<file path="config.mk">
export PLATFORM = sky130hd
export DESIGN_NAME = srcomp_temp
export DESIGN_NICKNAME = d
export VERILOG_FILES = /design/src/hdl/srcomp_pkg.sv /design/src/hdl/srcomp_temp.sv
export SDC_FILE = /design/constraint.sdc
export NUM_CORES = 2
export LEC_CHECK = 0
export ABC_AREA = 0
export BUFFER_PORTS_ARGS = -buffer_cell sky130_fd_sc_hd__buf_4
export CAP_MARGIN = 20
export CORE_MARGIN = 10
export CORE_UTILIZATION = 34
export CTS_CLUSTER_DIAMETER = 40
export DETAILED_ROUTE_END_ITERATION = 10
export SLEW_MARGIN = 20
export SYNTH_ARGS = -nofsm -noshare
export SYNTH_HDL_FRONTEND = slang
export SYNTH_SLANG_ARGS = --single-unit
</file>
<file path="constraint.sdc">
create_clock -name clk -period 14.35 [get_ports clk]
set_input_delay 2.1525 -clock clk [delete_from_list [all_inputs] [get_ports clk]]
set_output_delay 2.1525 -clock clk [all_outputs]
set_load 0.01 [all_outputs]
</file>
<file path="src/hdl/srcomp_pkg.sv">
package srcomp_pkg;

  // One raw measurement
  typedef struct packed {
    logic [19:0] raw_temperature;
    logic [19:0] raw_pressure;
    logic [15:0] raw_humidity;
  } sample_t;

  // One compensated result
  typedef struct packed {
    logic signed [31:0] fine_temperature;
    logic signed [31:0] pressure_pa;
    logic               pressure_invalid;
    logic [16:0]        humidity_q10;
  } result_t;

  // Status traveling with the divider output
  typedef struct packed {
    logic valid;
    logic zero;
  } dstat_t;

  // Register indexes
  localparam int CFG_IDX_W = 3;
  typedef enum logic [CFG_IDX_W-1:0] {
    REG_TEMP_TRIM = 3'd0,
    REG_PRESS_A   = 3'd1,
    REG_PRESS_B   = 3'd2,
    REG_PRESS_C   = 3'd3,
    REG_HUM_TRIM  = 3'd4
  } cfg_reg_e;

  // Trim formula constants
  localparam int          TEMP_OFFSET = 128000;
  localparam logic [63:0] PRESS_BIAS  = 64'h0000_8000_0000_0000;
  localparam int          PRESS_BASE  = 1048576;
  localparam int          PRESS_SCALE = 3125;
  localparam int          HUM_OFFSET  = 76800;
  localparam int          HUM_ROUND   = 16384;
  localparam int          HUM_BIAS    = 32768;
  localparam int          HUM_BASE    = 2097152;
  localparam int          HUM_HALF    = 8192;
  localparam int          HUM_MAX     = 419430400;

  localparam logic signed [63:0] PA_MIN = -64'sd2147483648;
  localparam logic signed [63:0] PA_MAX = 64'sd2147483647;

  // Divider geometry
  localparam int DIV_BITS = 64;
  localparam int DVSR_W   = 31;

  // Pipeline depths
  localparam int TEMP_STAGES  = 4;
  localparam int PCOEF_STAGES = 6;
  localparam int DIV_STAGES   = DIV_BITS + 2;
  localparam int PPOST_STAGES = 7;
  localparam int HUM_STAGES   = 11;
  localparam int HUM_ALIGN    = PCOEF_STAGES + DIV_STAGES + PPOST_STAGES - HUM_STAGES;
  localparam int TOTAL_LAT    = TEMP_STAGES + PCOEF_STAGES + DIV_STAGES + PPOST_STAGES;

endpackage

</file>
<file path="src/hdl/srcomp_temp.sv">
module srcomp_temp (
  input  logic               clk,
  input  logic               rst,
  input  logic               in_valid,
  input  srcomp_pkg::sample_t in_meas,
  input  logic [47:0]        temp_trim,
  output logic               out_valid,
  output logic signed [31:0] fine_temp,
  output logic [19:0]        raw_pressure,
  output logic [15:0]        raw_humidity
);
  import srcomp_pkg::*;

  logic [15:0]        t1;
  logic signed [15:0] t2, t3;
  logic [TEMP_STAGES-1:0] vld;
  logic [19:0] rp [TEMP_STAGES];
  logic [15:0] rh [TEMP_STAGES];
  logic signed [31:0] x1, m2, dsq2, v1_3, q3, tf4;
  logic signed [16:0] d1;

  assign t1 = temp_trim[15:0];
  assign t2 = $signed(temp_trim[31:16]);
  assign t3 = $signed(temp_trim[47:32]);

  // Valid bits
  always_ff @(posedge clk) begin
    if (rst) begin
      vld <= '0;
    end else begin
      vld <= {vld[TEMP_STAGES-2:0], in_valid};
    end
  end

  // Raw pressure / humidity ride along
  always_ff @(posedge clk) begin
    rp[0] <= in_meas.raw_pressure;
    rh[0] <= in_meas.raw_humidity;
    for (int k = 1; k < TEMP_STAGES; k++) begin
      rp[k] <= rp[k-1];
      rh[k] <= rh[k-1];
    end
  end

  // Stage 1: offsets
  always_ff @(posedge clk) begin
    x1 <= $signed(32'(in_meas.raw_temperature >> 3) - {15'd0, t1, 1'b0});
    d1 <= $signed({1'b0, in_meas.raw_temperature[19:4]}) - $signed({1'b0, t1});
  end

  // Stage 2: first products
  always_ff @(posedge clk) begin
    m2   <= x1 * 32'(t2);
    dsq2 <= 32'(d1) * 32'(d1);
  end

  // Stage 3: scale, second product
  always_ff @(posedge clk) begin
    v1_3 <= m2 >>> 11;
    q3   <= (dsq2 >>> 12) * 32'(t3);
  end

  // Stage 4: sum
  always_ff @(posedge clk) begin
    tf4 <= v1_3 + (q3 >>> 14);
  end

  assign out_valid    = vld[TEMP_STAGES-1];
  assign fine_temp    = tf4;
  assign raw_pressure = rp[TEMP_STAGES-1];
  assign raw_humidity = rh[TEMP_STAGES-1];

endmodule

</file>
## Yosys cells after proc, flatten, opt, wreduce, memory -nomap -nowiden

Memories as Yosys holds them, arrays and structs flattened.
Cells that the tools add are included.

| operators by class | value |
|---|---|
| add/subtract/negate cells | 3 |
| $mul | 3 |
| div/mod/pow operators | 0 |
| $lt $le $gt $ge | 0 |
| eq/ne operators | 0 |
| shift-type cells | 0 |
| multiplexer cells | 0 |
| bitwise logic cells | 0 |
| reduce and logical (&&, ||, !) cells | 0 |

Operators with widths:

| kind | number |
|---|---|
| multiplier 17 x 17 -> 32 bit | 1 |
| multiplier 18 x 16 -> 32 bit | 1 |
| multiplier 20 x 16 -> 32 bit | 1 |
| adder 21 x 18 -> 22 bit | 1 |
| subtractor 17 x 17 -> 18 bit | 1 |
| subtractor 16 x 16 -> 17 bit | 1 |

| word-level totals | value |
|---|---|
| bits in registers | 188 |
| latch bits | 0 |
| memory bits (writable) | 144 |
| ROM bits | 0 |
| output and inout bits | 69 |
| logic and storage cells | 16 |
| memories | 2 |

Memory list:

| name | depth | bits a word | read ports | clocked after Yosys merged registers in | write ports | line | source |
|---|---|---|---|---|---|---|---|
| rp | 4 | 20 | 4 | 0 | 4 | srcomp_temp.sv:17 | `logic [19:0] rp [TEMP_STAGES];` |
| rh | 4 | 16 | 4 | 0 | 4 | srcomp_temp.sv:18 | `logic [15:0] rh [TEMP_STAGES];` |

## Logic depth before layout (Yosys ltp)

| logic depth | value |
|---|---|
| depth after elaboration | 1 |
| gate-level depth with buffers | 25 |
| gate-level depth less buffers | 24 |

## Least setup slack after synthesis

No wires, ideal clock.

| timing | value |
|---|---|
| path type | input -> register |
| start | input temp_trim[23] |
| end | register m2[31] |
| arrival time | 7.898 ns |
| data required time | 14.229 ns |
| path slack | 6.331 ns |
| cell stages on the path | 25 |
| path buffers | 2 |
| cell sequence | clkbuf_1 > clkbuf_1 > nand2_1 > fa_1 > inv_1 > fa_1 > inv_1 > fa_1 > inv_1 > fa_1 > fa_1 > inv_1 > fa_1 > inv_1 > ha_1 > a21o_1 > a21oi_1 > o21ai_0 > a32oi_1 > o21ai_2 > a41o_1 > o41a_4 > a21oi_2 > o21ba_2 > xnor2_1 |

| on the way | value |
|---|---|
| cells in the longest elaborated chain, start to end | 1 |

Ends and longest elaborated chain:

| element | line | source |
|---|---|---|
| start: declaration | srcomp_temp.sv:6 | `input logic [47:0] temp_trim,` |
| multiplier 18 x 16 -> 32 bit | srcomp_temp.sv:53 | `m2 <= x1 * 32'(t2);` |
| end signal: assignment | srcomp_temp.sv:53 |  |
| end: declaration | srcomp_temp.sv:19 | `logic signed [31:0] x1, m2, dsq2, v1_3, q3, tf4;` |

No other way between the ends.
A chain may end at the register's enable or synchronous reset.

## Final worst setup path

| timing | value |
|---|---|
| start | input temp_trim[47] |
| end | register q3[31] |

| on the way | value |
|---|---|
| cells in the longest elaborated chain, start to end | 1 |

Ends and longest elaborated chain:

| element | line | source |
|---|---|---|
| multiplier 20 x 16 -> 32 bit | srcomp_temp.sv:60 | `q3 <= (dsq2 >>> 12) * 32'(t3);` |
| end signal: assignment | srcomp_temp.sv:60 |  |
| end: declaration | srcomp_temp.sv:19 |  |

No other way between the ends.

==> impl_results.html <==
<table>
<tr><th>Metric</th><th>Value</th></tr>
<tr><th colspan="2">Status</th></tr>
<tr><td>Status</td><td>complete, no violations</td></tr>
<tr><th colspan="2">Clock tree</th></tr>
<tr><td>TritonCTS clock tree</td><td>done</td></tr>
<tr><td>CTS H-tree lvls</td><td>2</td></tr>
<tr><td>Worst-path clk slew</td><td>0.06 ns</td></tr>
<tr><td>Root Buffer</td><td>sky130_fd_sc_hd__clkbuf_16</td></tr>
<tr><td>Number of buffers inserted for hold repair after clock tree synthesis</td><td>0</td></tr>
<tr><td>Clock sink count</td><td>268</td></tr>
<tr><td>Max clock buf depth</td><td>3</td></tr>
<tr><td>CTS Buf Count</td><td>40</td></tr>
<tr><td>Post-CTS setup buffer count</td><td>0</td></tr>
<tr><td>Cts repair resizes</td><td>0</td></tr>
<tr><td>Source-to-sink clock delay at the later pin of the worst-skew pair</td><td>0.58 ns</td></tr>
<tr><th colspan="2">Critical path</th></tr>
<tr><td>Capturing element type of the critical path</td><td>flip-flop</td></tr>
<tr><td>Startpoint types</td><td>primary input</td></tr>
<tr><td>Library cell appearing most often on the critical path</td><td>sky130_fd_sc_hd__fa_1</td></tr>
<tr><td>CP delay by family, top</td><td>adder cells</td></tr>
<tr><td>Cell-by-cell listing of the critical path</td><td>buf_4 -&gt; inv_1 -&gt; nor2_1 -&gt; fa_1 -&gt; fa_1 -&gt; fa_1 -&gt; fa_1 -&gt; fa_1 -&gt; inv_1 -&gt; fa_1 -&gt; inv_1 -&gt; ha_1 -&gt; nand2_1 -&gt; or3_1 -&gt; a31oi_1 -&gt; o2111ai_1 -&gt; a21o_1 -&gt; a21oi_1 -&gt; nor2_1 -&gt; a21oi_1 -&gt; xnor2_1</td></tr>
<tr><td>Worst reg2reg startpoint</td><td>dsq2[20]$_DFF_P_</td></tr>
<tr><td>Class of the most critical setup path</td><td>in2reg</td></tr>
<tr><td>Slowest cell delay on critical path</td><td>0.54 ns</td></tr>
<tr><td>Cell with the biggest individual delay on the critical path</td><td>sky130_fd_sc_hd__fa_1</td></tr>
<tr><td>Number of buffer and inverter instances along the worst setup path</td><td>4</td></tr>
<tr><td>R2r setup slk</td><td>7.17 ns</td></tr>
<tr><td>Crit-path max FO</td><td>13</td></tr>
<tr><td>Required time of the critical path</td><td>14.76 ns</td></tr>
<tr><td>Worst setup startpoint</td><td>temp_trim[47]</td></tr>
<tr><td>Endpoint arrival time on the critical path</td><td>8.44 ns</td></tr>
<tr><th colspan="2">Placement</th></tr>
<tr><td>Number of port buffers</td><td>between 150 and 200</td></tr>
<tr><td>Worst slack at placement</td><td>between 5 and 6 ns</td></tr>
<tr><td>Weighted congestion at the end of routability-driven global placement</td><td>0.791</td></tr>
<tr><td>HPWL after DPL</td><td>66000 um</td></tr>
<tr><th colspan="2">Yosys</th></tr>
<tr><td>Dominant register cell in the synthesized netlist</td><td>sky130_fd_sc_hd__dfxtp_1</td></tr>
<tr><td>Combined area of all synthesized cells</td><td>36500 um^2</td></tr>
<tr><td>Post-Synthesis Mean Instance Area</td><td>9.74 um^2</td></tr>
<tr><td>Top cells by area, synth</td><td>sky130_fd_sc_hd__fa_1, sky130_fd_sc_hd__dfxtp_1, sky130_fd_sc_hd__inv_1</td></tr>
<tr><td>Register bit count reported by yosys</td><td>268</td></tr>
<tr><td>Synth async-reset ratio</td><td>0%</td></tr>
<tr><td>Number of nets in the synthesized netlist</td><td>between 4k and 5k</td></tr>
<tr><td>Total number of yosys warnings</td><td>0</td></tr>
<tr><td>Cell type contributing the most total cell area after synthesis</td><td>sky130_fd_sc_hd__fa_1</td></tr>
<tr><td>Number of synthesized flops with an enable pin</td><td>0</td></tr>
<tr><td>Count of cell types in the netlist</td><td>a little under 60</td></tr>
<tr><td>Register area share after synthesis</td><td>14.7%</td></tr>
<tr><td>Instance count of the mapped netlist</td><td>3745</td></tr>
<tr><td>Proportion of netlist area held by the largest area contributor</td><td>44.8%</td></tr>
<tr><th colspan="2">Floorplanning</th></tr>
<tr><td>Core box area</td><td>107000 um^2</td></tr>
<tr><td>Number of rows in the core area</td><td>120</td></tr>
<tr><td>Initial standard-cell utilization of the core</td><td>34.2%</td></tr>
<tr><td>Height of the die</td><td>348 um</td></tr>
<tr><td>Chip Width</td><td>348 um</td></tr>
<tr><td>Area of the die</td><td>121000 um^2</td></tr>
<tr><td>Num ports</td><td>176</td></tr>
<tr><th colspan="2">Min path</th></tr>
<tr><td>Worst Min Path Start</td><td>rh[0][11]$_DFF_P_</td></tr>
<tr><td>Type of the worst min-delay path</td><td>reg2reg</td></tr>
<tr><th colspan="2">Timing</th></tr>
<tr><td>Transition at the pin with the smallest max-transition slack</td><td>about 0.96 ns</td></tr>
<tr><td>Slew Limit Headroom</td><td>35.9%</td></tr>
<tr><td>Endpoints failing setup</td><td>0</td></tr>
<tr><td>Max-slew violations</td><td>0</td></tr>
<tr><td>RSZ-0062 raised after global routing</td><td>false</td></tr>
<tr><td>Timing-limited maximum frequency</td><td>125 MHz</td></tr>
<tr><td>Slack of the critical path</td><td>6.33 ns</td></tr>
<tr><td>Share of the clock period used by the worst path</td><td>55.9%</td></tr>
<tr><td>Setup TNS</td><td>0 ns</td></tr>
<tr><td>Total count of hold-check failures in the final report</td><td>0</td></tr>
<tr><td>Final critical delay including setup and external delays</td><td>8.02 ns</td></tr>
<tr><td>Final clock skew</td><td>0.0223 ns</td></tr>
<tr><th colspan="2">Finish</th></tr>
<tr><td>Diode count</td><td>0</td></tr>
<tr><td>Layout cells sized above 1</td><td>7.43%</td></tr>
<tr><td>Synthesis-to-layout area growth</td><td>11.3%</td></tr>
<tr><td>Layout Utilization</td><td>a little under two fifths</td></tr>
<tr><td>Number of nets in the layout</td><td>approximately 5.1k</td></tr>
<tr><td>Fillers</td><td>~11k</td></tr>
<tr><th colspan="2">Route</th></tr>
<tr><td>Initial detailed-routing violation count</td><td>878</td></tr>
<tr><td>Vias after detailed routing</td><td>23.6k</td></tr>
<tr><td>Number of search-and-repair iterations in the first detailed-routing pass</td><td>5</td></tr>
<tr><td>Vias per cell</td><td>between 4 and 5</td></tr>
<tr><td>Total wirelength of the detailed-routed design</td><td>81100 um</td></tr>
<tr><td>Number of design rule violations left after detail routing</td><td>0</td></tr>
<tr><td>Antenna viol nets, final</td><td>0</td></tr>
<tr><td>Wire length per cell after detailed routing</td><td>15.4 um</td></tr>
<tr><th colspan="2">Global route</th></tr>
<tr><td>Initial antenna violation count</td><td>7</td></tr>
<tr><td>Met1 GRT Util</td><td>a little under a fifth</td></tr>
<tr><td>GRT Overall Usage</td><td>13.9%</td></tr>
<tr><td>Number of global-route vias before repair</td><td>25.7k</td></tr>
<tr><td>Pin count of the biggest net entering global routing</td><td>47</td></tr>
<tr><td>Global-route wire length before repair</td><td>136000 um</td></tr>
<tr><td>Most utilized layer in the global route result</td><td>met2</td></tr>
<tr><td>Met3 Track Usage GR</td><td>about 2.4%</td></tr>
<tr><td>Remaining global-route overflow</td><td>0</td></tr>
<tr><td>Global Route met2 Usage</td><td>23.2%</td></tr>
<tr><th colspan="2">Flow run</th></tr>
<tr><td>Max Cap Violations</td><td>0</td></tr>
</table>
[synth_stat cells (25+ instances only)]
cell type	number
sky130_fd_sc_hd__nor2b_1	31
sky130_fd_sc_hd__xor2_1	32
sky130_fd_sc_hd__o21ai_0	30
sky130_fd_sc_hd__fa_1	816
sky130_fd_sc_hd__and2_1	329
sky130_fd_sc_hd__dfxtp_1	268
sky130_fd_sc_hd__clkbuf_1	126
sky130_fd_sc_hd__nor2_1	97
sky130_fd_sc_hd__nand2_1	402
sky130_fd_sc_hd__ha_1	281
sky130_fd_sc_hd__a21oi_1	41
sky130_fd_sc_hd__xnor2_1	107
sky130_fd_sc_hd__inv_1	991
sky130_fd_sc_hd__nor3_1	25
[state kept, by name, indices dropped and copies added, names as in the netlist]
| name | flops |
|---|---|
| rh | 64 |
| rp | 80 |
| q3 | 18 |
| m2 | 21 |
| d1 | 17 |
| dsq2 | 20 |
| x1 | 1 |
| v1_3 | 21 |
| fine_temp | 22 |
| vld | 4 |
[layout by cell type, fill, tap and decap left out, types with 3 or more instances in the layout]
cell | netlist | routed
sky130_fd_sc_hd__inv_1 | 991 | 991
sky130_fd_sc_hd__fa_1 | 816 | 816
sky130_fd_sc_hd__nand2_1 | 402 | 402
sky130_fd_sc_hd__and2_1 | 329 | 329
sky130_fd_sc_hd__ha_1 | 281 | 281
sky130_fd_sc_hd__dfxtp_1 | 268 | 266
sky130_fd_sc_hd__buf_4 | 10 | 197
sky130_fd_sc_hd__xnor2_1 | 107 | 107
sky130_fd_sc_hd__nor2_1 | 97 | 97
sky130_fd_sc_hd__a21oi_1 | 41 | 41
sky130_fd_sc_hd__clkbuf_16 | 0 | 40
sky130_fd_sc_hd__xor2_1 | 32 | 32
sky130_fd_sc_hd__nor2b_1 | 31 | 31
sky130_fd_sc_hd__o21ai_0 | 30 | 30
sky130_fd_sc_hd__nor3_1 | 25 | 25
sky130_fd_sc_hd__a21o_1 | 20 | 20
sky130_fd_sc_hd__nand2b_1 | 19 | 19
sky130_fd_sc_hd__nand3_1 | 18 | 18
sky130_fd_sc_hd__o21a_1 | 10 | 10
sky130_fd_sc_hd__nand4_1 | 8 | 8
sky130_fd_sc_hd__a211oi_1 | 7 | 7
sky130_fd_sc_hd__a41o_1 | 6 | 6
sky130_fd_sc_hd__inv_6 | 0 | 6
sky130_fd_sc_hd__and3_1 | 5 | 5
sky130_fd_sc_hd__a31oi_1 | 5 | 5
sky130_fd_sc_hd__o21bai_1 | 5 | 5
sky130_fd_sc_hd__a21boi_0 | 5 | 5
sky130_fd_sc_hd__clkinv_8 | 0 | 5
sky130_fd_sc_hd__a31o_2 | 4 | 4
sky130_fd_sc_hd__clkbuf_1 | 126 | 4
sky130_fd_sc_hd__inv_8 | 0 | 4
sky130_fd_sc_hd__a211oi_2 | 3 | 3
sky130_fd_sc_hd__nor4_1 | 3 | 3
sky130_fd_sc_hd__or2_2 | 3 | 3
sky130_fd_sc_hd__clkinv_16 | 0 | 3
sky130_fd_sc_hd__bufinv_16 | 0 | 3
sky130_fd_sc_hd__clkinvlp_4 | 0 | 3
[worst paths after layout]
path	to	depth (start not counted)
max	q3[31]$_DFF_P_	21
min	rh[1][11]$_DFF_P_	0
max reg2reg	q3[31]$_DFF_P_	20
min reg2reg	rh[1][11]$_DFF_P_	0
[layer usage]
metal	vias to the layer above	share of wire, %
li1	10968	-
met2	472	47
met1	12053	46
met5	-	0.043
met3	87	5.1
met4	6	1.9
[kinds of logic (layout without fill, tap and decap cells)]
group / count (synthesis) / in the layout / synth area share (%)
buffers and inverters: 1129 / 1261 / 11.7
adder cells (fa/ha/maj): 1097 / 1097 / 54.4
AND/OR/NAND/NOR: 946 / 946 / 12.7
flip-flops: 268 / 268 / 14.7
AO/OA/AOI/OAI: 165 / 165 / 3.14
XOR/XNOR: 139 / 139 / 3.34
multiplexers: 1 / 1 / 0.0309
[metrics by stage]
step                      hold slack, ns  std cells  cell area, um^2
after detailed placement           0.312       5207            39200
after floorplan                    0.310       3745            36500
after global placement             0.310       5207            39200
after CTS                          0.323       5280            40600
final                              0.319       5280            40600
after global routing               0.320       5280            40600
[final cells by class]
class | count | area [um^2] | area share (%)
Clock buffer | 46 | 1040 | 2.57
Tap cell | 1403 | 1760 | 4.32
Timing Repair Buffer | 197 | 1480 | 3.64
Sequential cell | 268 | 5370 | 13.2
Multi-Input combinational cell | 2348 | 26900 | 66.1
Inverter | 991 | 3720 | 9.16
Clock inverter | 27 | 400 | 0.986
Power is left out: the tool's default activity adds up to more than one toggle a clock period on the data nets, which glitch-free logic cannot reach.
